==> config.mk <==
export PLATFORM = sky130hd
export DESIGN_NAME = ethernet_ipv4_tcp_port_filter_top
export DESIGN_NICKNAME = d
export VERILOG_FILES = /design/src/hw/rtl/tpf_pkg.sv /design/src/hw/rtl/tpf_capture.sv /design/src/hw/rtl/tpf_verdict.sv /design/src/hw/rtl/ethernet_ipv4_tcp_port_filter_top.sv
export SDC_FILE = /design/constraint.sdc
export NUM_CORES = 1
export LEC_CHECK = 0
export BUFFER_PORTS_ARGS = -buffer_cell sky130_fd_sc_hd__buf_2
export CAP_MARGIN = 20
export CORE_MARGIN = 5
export CORE_UTILIZATION = 60
export DETAILED_ROUTE_END_ITERATION = 8
export PLACE_DENSITY_LB_ADDON = 0.1
export SYNTH_ARGS = -nofsm -noshare
export SYNTH_HDL_FRONTEND = slang
export SYNTH_HIERARCHICAL = 1
export SYNTH_SLANG_ARGS = --single-unit
==> constraint.sdc <==
create_clock -name clk -period 7 [get_ports clk]
set_input_delay 1.05 -clock clk [delete_from_list [all_inputs] [get_ports clk]]
set_output_delay 1.05 -clock clk [all_outputs]
set_load 0.01 [all_outputs]
==> src/hw/rtl/tpf_pkg.sv <==
// ----------------------------------------------------------------------------
// tpf_pkg
// Shared types and constants for the Ethernet/IPv4/TCP port filter.
// ----------------------------------------------------------------------------
package tpf_pkg;

  // Default frame length limit (bytes past it are not captured)
  localparam int unsigned MAX_FRAME_BYTES_DEF = 65536;

  // Field widths
  localparam int unsigned LEN_W     = 17;
  localparam int unsigned CFG_IDX_W = 8;

  // Header layout and protocol constants
  localparam int unsigned ETH_HDR_BYTES  = 14;
  localparam int unsigned MIN_NET_BYTES  = 34;
  localparam int unsigned TCP_HDR_BYTES  = 20;
  localparam int unsigned ETYPE_HI_POS   = 12;
  localparam int unsigned ETYPE_LO_POS   = 13;
  localparam int unsigned VL_POS         = 14;
  localparam int unsigned PROTO_POS      = 23;
  localparam int unsigned TCP_DOFF_POS   = 12;
  localparam logic [15:0] ETHERTYPE_IPV4 = 16'h0800;
  localparam logic [7:0]  VERSION_MASK   = 8'hF0;
  localparam logic [7:0]  VERSION_IPV4   = 8'h40;
  localparam logic [7:0]  IHL_MASK       = 8'h0F;
  localparam logic [7:0]  IPPROTO_TCP    = 8'd6;
  localparam logic [15:0] DEFAULT_PORT   = 16'd80;

  // Configuration register indexes
  localparam logic [CFG_IDX_W-1:0] CFG_WANTED_PORT     = CFG_IDX_W'(0);
  localparam logic [CFG_IDX_W-1:0] CFG_WANTED_PROTOCOL = CFG_IDX_W'(1);

  // Verdict codes, in check order
  typedef enum logic [3:0] {
    VERDICT_OK        = 4'd0,
    VERDICT_SHORT     = 4'd1,
    VERDICT_ETHERTYPE = 4'd2,
    VERDICT_VERSION   = 4'd3,
    VERDICT_PROTOCOL  = 4'd4,
    VERDICT_SHORT_TCP = 4'd5,
    VERDICT_ZERO_DOFF = 4'd6,
    VERDICT_PORT      = 4'd7,
    VERDICT_EMPTY     = 4'd8
  } verdict_t;

  // Header fields of a frame as seen after its final byte
  typedef struct packed {
    logic [LEN_W-1:0] frame_len;
    logic [15:0]      ether_type;
    logic [7:0]       version_length;
    logic [7:0]       protocol;
    logic [15:0]      source_port;
    logic [15:0]      dest_port;
    logic [7:0]       tcp_offset;
  } hdr_t;

endpackage

==> src/hw/rtl/tpf_capture.sv <==
// ----------------------------------------------------------------------------
// tpf_capture
// Input register, byte counter and header field capture for one frame.
// ----------------------------------------------------------------------------
module tpf_capture #(
  parameter int unsigned MAX_FRAME_BYTES = tpf_pkg::MAX_FRAME_BYTES_DEF
) (
  input  logic         clk,
  input  logic         rst_n,
  input  logic         in_valid,
  output logic         in_stall,
  input  logic [7:0]   in_frame_byte,
  input  logic         in_last_byte,
  input  logic         res_free,
  output logic         frame_done,
  output tpf_pkg::hdr_t hdr
);

  localparam int unsigned POS_W = $clog2(MAX_FRAME_BYTES + 1);

  // Input register
  logic       vld_r;
  logic [7:0] byte_r;
  logic       last_r;

  // Per-frame state
  logic [POS_W-1:0] pos_r;
  logic [15:0]      etype_r;
  logic [7:0]       vl_r;
  logic [7:0]       proto_r;
  logic [15:0]      sport_r;
  logic [15:0]      dport_r;
  logic [7:0]       toff_r;

  logic [POS_W-1:0] pos_nxt;
  logic [15:0]      etype_nxt;
  logic [7:0]       vl_nxt;
  logic [7:0]       proto_nxt;
  logic [15:0]      sport_nxt;
  logic [15:0]      dport_nxt;
  logic [7:0]       toff_nxt;

  logic                      fire;
  logic                      load;
  logic                      in_range;
  logic [tpf_pkg::LEN_W-1:0] pos_x;
  logic [7:0]                vl_eff;
  logic [7:0]                ts;

  // A held byte moves on unless it is a final byte and the result slot is busy
  assign fire       = vld_r && (!last_r || res_free);
  assign load       = !vld_r || fire;
  assign in_stall   = !load;
  assign frame_done = fire && last_r;

  // Capture next values
  always_comb begin
    in_range  = pos_r < POS_W'(MAX_FRAME_BYTES);
    pos_x     = tpf_pkg::LEN_W'(pos_r);
    vl_eff    = (pos_x == tpf_pkg::LEN_W'(tpf_pkg::VL_POS)) ? byte_r : vl_r;
    ts        = 8'(tpf_pkg::ETH_HDR_BYTES) + {2'b00, (vl_eff & tpf_pkg::IHL_MASK) , 2'b00}[7:0];
    pos_nxt   = pos_r;
    etype_nxt = etype_r;
    vl_nxt    = vl_r;
    proto_nxt = proto_r;
    sport_nxt = sport_r;
    dport_nxt = dport_r;
    toff_nxt  = toff_r;
    if (in_range) begin
      pos_nxt = pos_r + POS_W'(1);
      if (pos_x == tpf_pkg::LEN_W'(tpf_pkg::ETYPE_HI_POS)) etype_nxt[15:8] = byte_r;
      if (pos_x == tpf_pkg::LEN_W'(tpf_pkg::ETYPE_LO_POS)) etype_nxt[7:0] = byte_r;
      if (pos_x == tpf_pkg::LEN_W'(tpf_pkg::VL_POS)) vl_nxt = byte_r;
      if (pos_x == tpf_pkg::LEN_W'(tpf_pkg::PROTO_POS)) proto_nxt = byte_r;
      // TCP header fields, placed from the IP header length
      if (pos_x >= tpf_pkg::LEN_W'(tpf_pkg::VL_POS)) begin
        if (pos_x == tpf_pkg::LEN_W'(ts)) sport_nxt[15:8] = byte_r;
        if (pos_x == tpf_pkg::LEN_W'(ts + 8'd1)) sport_nxt[7:0] = byte_r;
        if (pos_x == tpf_pkg::LEN_W'(ts + 8'd2)) dport_nxt[15:8] = byte_r;
        if (pos_x == tpf_pkg::LEN_W'(ts + 8'd3)) dport_nxt[7:0] = byte_r;
        if (pos_x == tpf_pkg::LEN_W'(ts + 8'(tpf_pkg::TCP_DOFF_POS))) toff_nxt = byte_r;
      end
    end
  end

  // Header view including the byte in flight
  assign hdr.frame_len      = tpf_pkg::LEN_W'(pos_nxt);
  assign hdr.ether_type     = etype_nxt;
  assign hdr.version_length = vl_nxt;
  assign hdr.protocol       = proto_nxt;
  assign hdr.source_port    = sport_nxt;
  assign hdr.dest_port      = dport_nxt;
  assign hdr.tcp_offset     = toff_nxt;

  // Input register
  always_ff @(posedge clk) begin
    if (!rst_n) begin
      vld_r <= 1'b0;
    end else if (load) begin
      vld_r <= in_valid;
    end
  end

  always_ff @(posedge clk) begin
    if (load) begin
      byte_r <= in_frame_byte;
      last_r <= in_last_byte;
    end
  end

  // Frame state, cleared after each final byte
  always_ff @(posedge clk) begin
    if (!rst_n || frame_done) begin
      pos_r   <= '0;
      etype_r <= '0;
      vl_r    <= '0;
      proto_r <= '0;
      sport_r <= '0;
      dport_r <= '0;
      toff_r  <= '0;
    end else if (fire) begin
      pos_r   <= pos_nxt;
      etype_r <= etype_nxt;
      vl_r    <= vl_nxt;
      proto_r <= proto_nxt;
      sport_r <= sport_nxt;
      dport_r <= dport_nxt;
      toff_r  <= toff_nxt;
    end
  end

endmodule

==> src/hw/rtl/tpf_verdict.sv <==
// ----------------------------------------------------------------------------
// tpf_verdict
// Header checks on the final byte and the result register.
// ----------------------------------------------------------------------------
module tpf_verdict (
  input  logic                      clk,
  input  logic                      rst_n,
  input  logic                      frame_done,
  input  tpf_pkg::hdr_t             hdr,
  input  logic [15:0]               wanted_port,
  input  logic [7:0]                wanted_protocol,
  output logic                      res_free,
  output logic                      out_valid,
  input  logic                      out_stall,
  output logic                      out_accepted,
  output logic [3:0]                out_verdict_code,
  output logic [tpf_pkg::LEN_W-1:0] out_payload_offset,
  output logic [tpf_pkg::LEN_W-1:0] out_payload_length
);

  localparam int unsigned REM_W = tpf_pkg::LEN_W + 2;

  logic                      valid_r;
  tpf_pkg::verdict_t         code_r;
  logic [tpf_pkg::LEN_W-1:0] poff_r;
  logic [tpf_pkg::LEN_W-1:0] plen_r;

  tpf_pkg::verdict_t         code_nxt;
  logic [tpf_pkg::LEN_W-1:0] poff_nxt;
  logic [tpf_pkg::LEN_W-1:0] plen_nxt;
  logic [6:0]                ihl4;
  logic [6:0]                doff4;
  logic [REM_W-1:0]          rem;
  logic [REM_W-1:0]          rem2;
  logic                      rem_short;

  assign res_free = !valid_r || !out_stall;

  // Check chain: first failing check wins
  always_comb begin
    ihl4      = {hdr.version_length[3:0], 2'b00} & {tpf_pkg::IHL_MASK[4:0], 2'b11};
    doff4     = {hdr.tcp_offset[7:4], 2'b00};
    rem       = REM_W'(hdr.frame_len) - REM_W'(tpf_pkg::ETH_HDR_BYTES) - REM_W'(ihl4);
    rem2      = rem - REM_W'(doff4);
    rem_short = rem[REM_W-1] || (rem < REM_W'(tpf_pkg::TCP_HDR_BYTES));
    code_nxt  = tpf_pkg::VERDICT_OK;
    poff_nxt  = '0;
    plen_nxt  = '0;
    if (hdr.frame_len < tpf_pkg::LEN_W'(tpf_pkg::MIN_NET_BYTES)) begin
      code_nxt = tpf_pkg::VERDICT_SHORT;
    end else if (hdr.ether_type != tpf_pkg::ETHERTYPE_IPV4) begin
      code_nxt = tpf_pkg::VERDICT_ETHERTYPE;
    end else if ((hdr.version_length & tpf_pkg::VERSION_MASK) != tpf_pkg::VERSION_IPV4) begin
      code_nxt = tpf_pkg::VERDICT_VERSION;
    end else if (hdr.protocol != wanted_protocol) begin
      code_nxt = tpf_pkg::VERDICT_PROTOCOL;
    end else if (rem_short) begin
      code_nxt = tpf_pkg::VERDICT_SHORT_TCP;
    end else if (doff4 == 7'd0) begin
      code_nxt = tpf_pkg::VERDICT_ZERO_DOFF;
    end else if (hdr.source_port != wanted_port && hdr.dest_port != wanted_port) begin
      code_nxt = tpf_pkg::VERDICT_PORT;
    end else if (rem2[REM_W-1]) begin
      // TCP header runs past the frame end
      code_nxt = tpf_pkg::VERDICT_SHORT_TCP;
    end else if (rem2 == '0) begin
      code_nxt = tpf_pkg::VERDICT_EMPTY;
    end else begin
      poff_nxt = tpf_pkg::LEN_W'(tpf_pkg::ETH_HDR_BYTES) + tpf_pkg::LEN_W'(ihl4)
               + tpf_pkg::LEN_W'(doff4);
      plen_nxt = rem2[tpf_pkg::LEN_W-1:0];
    end
  end

  // Result register
  always_ff @(posedge clk) begin
    if (!rst_n) begin
      valid_r <= 1'b0;
    end else if (res_free) begin
      valid_r <= frame_done;
    end
  end

  always_ff @(posedge clk) begin
    if (res_free && frame_done) begin
      code_r <= code_nxt;
      poff_r <= poff_nxt;
      plen_r <= plen_nxt;
    end
  end

  assign out_valid          = valid_r;
  assign out_accepted       = (code_r == tpf_pkg::VERDICT_OK);
  assign out_verdict_code   = code_r;
  assign out_payload_offset = poff_r;
  assign out_payload_length = plen_r;

endmodule

==> src/hw/rtl/ethernet_ipv4_tcp_port_filter_top.sv <==
// ----------------------------------------------------------------------------
// ethernet_ipv4_tcp_port_filter_top
// Byte-stream Ethernet/IPv4/TCP header filter with a port and protocol match.
// ----------------------------------------------------------------------------
// Throughput: one byte per cycle, but a final byte stalls while the result
//   register is full; the input register and the result register each hold
//   one request, so bytes keep flowing while a verdict waits.
// Reset: synchronous active-low rst_n clears the frame state and both valids;
//   wanted_port returns to 80 and wanted_protocol to 6.
// ----------------------------------------------------------------------------
module ethernet_ipv4_tcp_port_filter_top #(
  parameter int unsigned MAX_FRAME_BYTES = tpf_pkg::MAX_FRAME_BYTES_DEF
) (
  input  logic                         clk,
  input  logic                         rst_n,
  // byte input
  input  logic                         in_valid,
  output logic                         in_stall,
  input  logic [7:0]                   in_frame_byte,
  input  logic                         in_last_byte,
  // verdict output
  output logic                         out_valid,
  input  logic                         out_stall,
  output logic                         out_accepted,
  output logic [3:0]                   out_verdict_code,
  output logic [tpf_pkg::LEN_W-1:0]    out_payload_offset,
  output logic [tpf_pkg::LEN_W-1:0]    out_payload_length,
  // register writes
  input  logic                         cfg_valid,
  output logic                         cfg_ready,
  input  logic [tpf_pkg::CFG_IDX_W-1:0] cfg_index,
  input  logic [15:0]                  cfg_data
);

  logic [15:0]   wanted_port_r;
  logic [7:0]    wanted_protocol_r;
  logic          res_free;
  logic          frame_done;
  tpf_pkg::hdr_t hdr;

  assign cfg_ready = 1'b1;

  // Configuration registers
  always_ff @(posedge clk) begin
    if (!rst_n) begin
      wanted_port_r     <= tpf_pkg::DEFAULT_PORT;
      wanted_protocol_r <= tpf_pkg::IPPROTO_TCP;
    end else if (cfg_valid && cfg_ready) begin
      unique case (cfg_index)
        tpf_pkg::CFG_WANTED_PORT:     wanted_port_r     <= cfg_data;
        tpf_pkg::CFG_WANTED_PROTOCOL: wanted_protocol_r <= cfg_data[7:0];
        default: ;
      endcase
    end
  end

  tpf_capture #(
    .MAX_FRAME_BYTES (MAX_FRAME_BYTES)
  ) u_capture (
    .clk           (clk),
    .rst_n         (rst_n),
    .in_valid      (in_valid),
    .in_stall      (in_stall),
    .in_frame_byte (in_frame_byte),
    .in_last_byte  (in_last_byte),
    .res_free      (res_free),
    .frame_done    (frame_done),
    .hdr           (hdr)
  );

  tpf_verdict u_verdict (
    .clk                (clk),
    .rst_n              (rst_n),
    .frame_done         (frame_done),
    .hdr                (hdr),
    .wanted_port        (wanted_port_r),
    .wanted_protocol    (wanted_protocol_r),
    .res_free           (res_free),
    .out_valid          (out_valid),
    .out_stall          (out_stall),
    .out_accepted       (out_accepted),
    .out_verdict_code   (out_verdict_code),
    .out_payload_offset (out_payload_offset),
    .out_payload_length (out_payload_length)
  );

endmodule
# [Word level (Yosys, flattened, before mapping)]
# Cells that the tools add are included.
[word_totals] ff_bits=162 latch_bits=0 mem_bits_rw=0 rom_bits=0 in_bits=38 out_inout_bits=42 wordCells=101 mem_count=0
[op_classes] add_sub_neg=11 multipliers=0 n_div=0 n_lt_le_gt_ge=4 n_eq_ne=15 shift=0 mux=27 n_bitwise=0 n_reduce_logical=25
[ops] op="8-bit two-way mux" n=13
[ops] op="16-bit two-way mux" n=5
[ops] op="17-bit == test" n=4
[ops] op="17-bit by 4-bit == test with 1-bit output, second input constant" n=3
[ops] op="19-bit by 6-bit subtractor with 19-bit output" n=2
[ops] op="16-bit inequality test" n=2
[ops] op="19-bit zero test" n=1
[ops] op="19-bit by 5-bit less-than comparator with 1-bit output, second input constant" n=1
[ops] op="8-bit by 2-bit adder with 9-bit output, second input constant" n=2
[ops] op="17-bit by 4-bit subtractor with 18-bit output, second input constant" n=1
[ops] op="17-bit by 1-bit adder with 17-bit output, second input constant" n=1
[ops] op="17-bit by 6-bit adder with 17-bit output" n=1
[ops] op="17-bit by 5-bit == test with 1-bit output, second input constant" n=1
[ops] op="17-bit by 8-bit == test with 1-bit output" n=1
[ops] op="17-bit by 4-bit >= comparator with 1-bit output, second input constant" n=1
[ops] op="17-bit less-than comparator, second input constant" n=1
[ops] op="17-bit by 6-bit less-than comparator with 1-bit output, second input constant" n=1
[ops] op="17-bit two-way mux" n=1
[ops] op="16-bit by 12-bit inequality test with 1-bit output, second input constant" n=1
[ops] op="3-bit two-way mux" n=5
[ops] op="4-bit by 6-bit adder with 7-bit output, first input constant" n=2
[ops] op="8-bit by 1-bit adder with 9-bit output, second input constant" n=1
[ops] op="8-bit by 4-bit adder with 9-bit output, second input constant" n=1
[ops] op="9-bit OR reduction" n=1
[ops] op="14 further kinds" n=29

# [Depth between registers and ports, before layout]
[logic_depth] word_depth=18 mapped_depth=29 ltp_nobuf=24

# [Cells and area by module]
# Netlist, hierarchy kept.
[modules_own_cells] mod="tpf_capture" n_inst=1 cells_each=644 area_each_um2=5626.6 seq_area_each_um2=2072.0
[modules_own_cells] mod="tpf_verdict" n_inst=1 cells_each=403 area_each_um2=3570.9 seq_area_each_um2=860.8
[modules_own_cells] mod="ethernet_ipv4_tcp_port_filter_top" n_inst=1 cells_each=109 area_each_um2=1008.5 seq_area_each_um2=480.5

# [Worst setup path before layout]
# No wires, ideal clock.
[synth_path] kind="register to register" start="register u_capture.pos_r[7]" end="register u_verdict.poff_r, in the netlist u_verdict/out_payload_offset[5], data pin" setup_ns=0.285 t_arrival_ns=5.939 t_required_ns=6.715 path_slack_ns=0.775 path_stages_with_launch=25 n_path_buf=4 period_less_slack_ns=6.225 cell_sequence="dfxtp_1 > buf_2 > nor4_4 > and4_1 > buf_6 > and2_1 > buf_6 > buf_4 > mux2i_1 > ha_1 > inv_1 > maj3_2 > a21o_1 > a2111oi_4 > mux2_2 > inv_1 > ha_1 > a21o_1 > a21o_1 > a21oi_1 > or3b_2 > nor4_1 > o21ai_0 > a2111oi_4 > a2111oi_2"
[synth_rtl] item="start, declared" line="tpf_capture.sv:27" source="logic [POS_W-1:0] pos_r;"
[synth_rtl] item="start signal, assigned" line="tpf_capture.sv:122" source="pos_r <= pos_nxt;"
[synth_rtl] item="end signal, assigned" line="tpf_verdict.sv:87" source="poff_r <= poff_nxt;"
[synth_rtl] item="end, declared" line="tpf_verdict.sv:25" source="logic [tpf_pkg::LEN_W-1:0] poff_r;"

==> impl_metrics.ini <==
[status]
status = completed

[final_layout]
area_delta_synth_final_pct = 9.78
seqCellArea_sq_um = 3330
n_fill_cell = 1351
diodes = 0
final_cell_mix = nand2_1, dfxtp_1, a21oi_1
drive_above_1_share_pct = 20.2
num-nets-final = 1234
final_common_cell = nand2_1
multi_input_area_sq_um = 6160

[setup_path]
cp.required_ns = 7.16
rrSetupSlack_ns = 0.47
rr_worst_depth = 23
crit_type = reg -> reg
critPathLaunchType = register
end_kind = register
r2r_end = u_verdict/out_payload_length[4]
crit_end = u_verdict/out_payload_length[4]
critPathMaxFanout = 14
worstSetupStartpoint = u_capture/pos_r[3]
r2r-start = u_capture/pos_r[3]
worstPathArrival_ns = 6.69

[synthesis]
syn_inst = 1140
ys_warn_count = 6
synth_area_sq_um = 10000
synth.avg_cell_area_sq_um = 8.79

[route]
postRouteAntennaNets = 0
route.detailed.drc = 0
routedWlPerCell_um = 17.7
via_count = 8382
dr.max_layer_used = met4
dr_wl_met2_mm = 12.4
drt-met1-wl_mm = 11.0
drt_iter0_markers = 588
viasPerCell = 5.97
wl_mm = 24.9
dr.pass1.iters = 7
wl_met3_mm = 1.07

[run]
maxCapViolCount = 0

[die]
ios = 80
die-width_um = 139
die_area_sq_um = 19400
initial_core_util_pct = 60.9
fp.coreArea_sq_um = 16500
dieHeight_um = 139
rows = 47

[power_and_ir_drop]
p_leak_uw = 0.00463
ir_drop_mv = 0.166
p_per_area_nw_per_um2 = 181

[clocking]
clock_latency_ns = 0.43
clock_path_buffers = 2
clock-sinks = 148
h-tree-depth = 4
cts_hold_buf = 0
cts.root.buffer_cell = clkbuf_16
clk_pin_slew_ns = 0.06
cts_made_buffers = 17
tritoncts = built

[global_routing]
grt_pass1_wl_mm = 40.0
grt_pass1_vias = 7796
grt_overflow_total = 0
grt_use_total_pct = 25.0
grt_max_degree = 65
grt_antenna_before_repair = 0

[sta]
finalMaxSlewViolations = 0
tightest_slew_ns = 1.07
hold_viol = 0
fin_hold_ws_ns = 0.452
fin_crit_sh_pct = 93.2
finalSetupTns_ns = 0
rsz0062_at_grt = no
slew_headroom_pct = 28.4
setup_viol = 0
finClkSkew_ns = 0.0161
fmax_ghz = 0.153
period_needed_ns = 6.53

[min_path]
hp-class = reg -> reg

[placed_design]
dp_hpwl_mm = 17.6
port_buffers = 68
place_congestion = 0.923
==> worst min-delay path by stage <==
stage / cells past startpoint / endpoint / start / slack (ns)
2_1_floorplan: 2 / u_capture/sport_r[10] / u_capture/sport_r[10] / 0.43
5_1_grt: 2 / u_capture/etype_r[13] / u_capture/etype_r[13] / 0.48
3_5_place_dp: 2 / u_capture/etype_r[5] / u_capture/etype_r[5] / 0.44
4_1_cts: 2 / u_capture/etype_r[5] / u_capture/etype_r[5] / 0.45
3_3_place_gp: 2 / u_capture/proto_r[3] / u_capture/proto_r[3] / 0.44
6_report: 2 / u_capture/etype_r[5] / u_capture/etype_r[5] / 0.45
==> state kept, by name, summed over array words and instances, names as in the netlist, 4 cells and up <==
signal,flops
u_capture/vl_r,8
u_capture/pos_r,17
u_verdict/out_verdict_code,4
wanted_protocol_r,8
u_capture/sport_r,16
u_capture/proto_r,8
u_capture/dport_r,16
wanted_port_r,16
u_capture/byte_r,8
u_capture/etype_r,16
u_capture/toff_r,4
u_verdict/out_payload_length,17
u_verdict/out_payload_offset,7
==> critical path: stages (launching register included) <==
cell and delay (ns):
dfxtp_1 0.55, nor4bb_1 0.32, and4_1 0.45, and2_1 0.22
mux2i_1 0.39, ha_1 0.31, inv_1 0.07, maj3_2 0.31
a21o_1 0.22, a2111oi_4 0.45, mux2_2 0.27, ha_1 0.14
inv_1 0.06, fa_1 0.41, a21o_1 0.18, a21oi_1 0.36
nand2_1 0.10, a21oi_1 0.14, a41o_2 0.20, nand2_1 0.12
o41ai_2 0.40, or4_4 0.30, buf_4 0.21, nor2_1 0.07
==> power breakdown <==
group | leakage [uW] | internal (uW) | switching (uW) | total, uW
clock | 0.000299 | 571 | 369 | 940
combinational | 0.00303 | 51.1 | 102 | 153
sequential | 0.00130 | 881 | 15.0 | 896
==> metrics by stage <==
stage	setup slack [ns]	power (uW)	util [%]	instances	area, sq um
CTS	0.218	2000	66.6	1401	11000
detailed placement	0.256	1060	63.0	1369	10400
global placement	0.478	1060	62.8	1368	10300
floorplan	0.914	1020	-	1149	10100
finish	0.474	1990	66.8	1403	11000
global route	0.0469	2060	66.8	1403	11000
==> cell type report <==
type | count | area share (%)
tap | 220 | 2.50
clock buffer | 22 | 4.43
multi-input combinational | 879 | 56.0
sequential | 148 | 30.3
timing repair buffer | 84 | 4.40
inverter | 40 | 1.36
clock inverter | 10 | 1.05
==> repair_timing <==
item	4_1_cts	5_1_grt
gates resized for setup	0	4
setup buffers	0	1
endpoints found under the setup margin	0	25
==> metal layers <==
| metal | track usage [%] | up-vias |
|---|---|---|
| met5 | 0 | - |
| met4 | 7.88 | 0 |
| met3 | 2.81 | 26 |
| met2 | 44.2 | 238 |
| met1 | 32.1 | 4036 |
| li1 | - | 4082 |
Power figures use the tool's default switching activity.
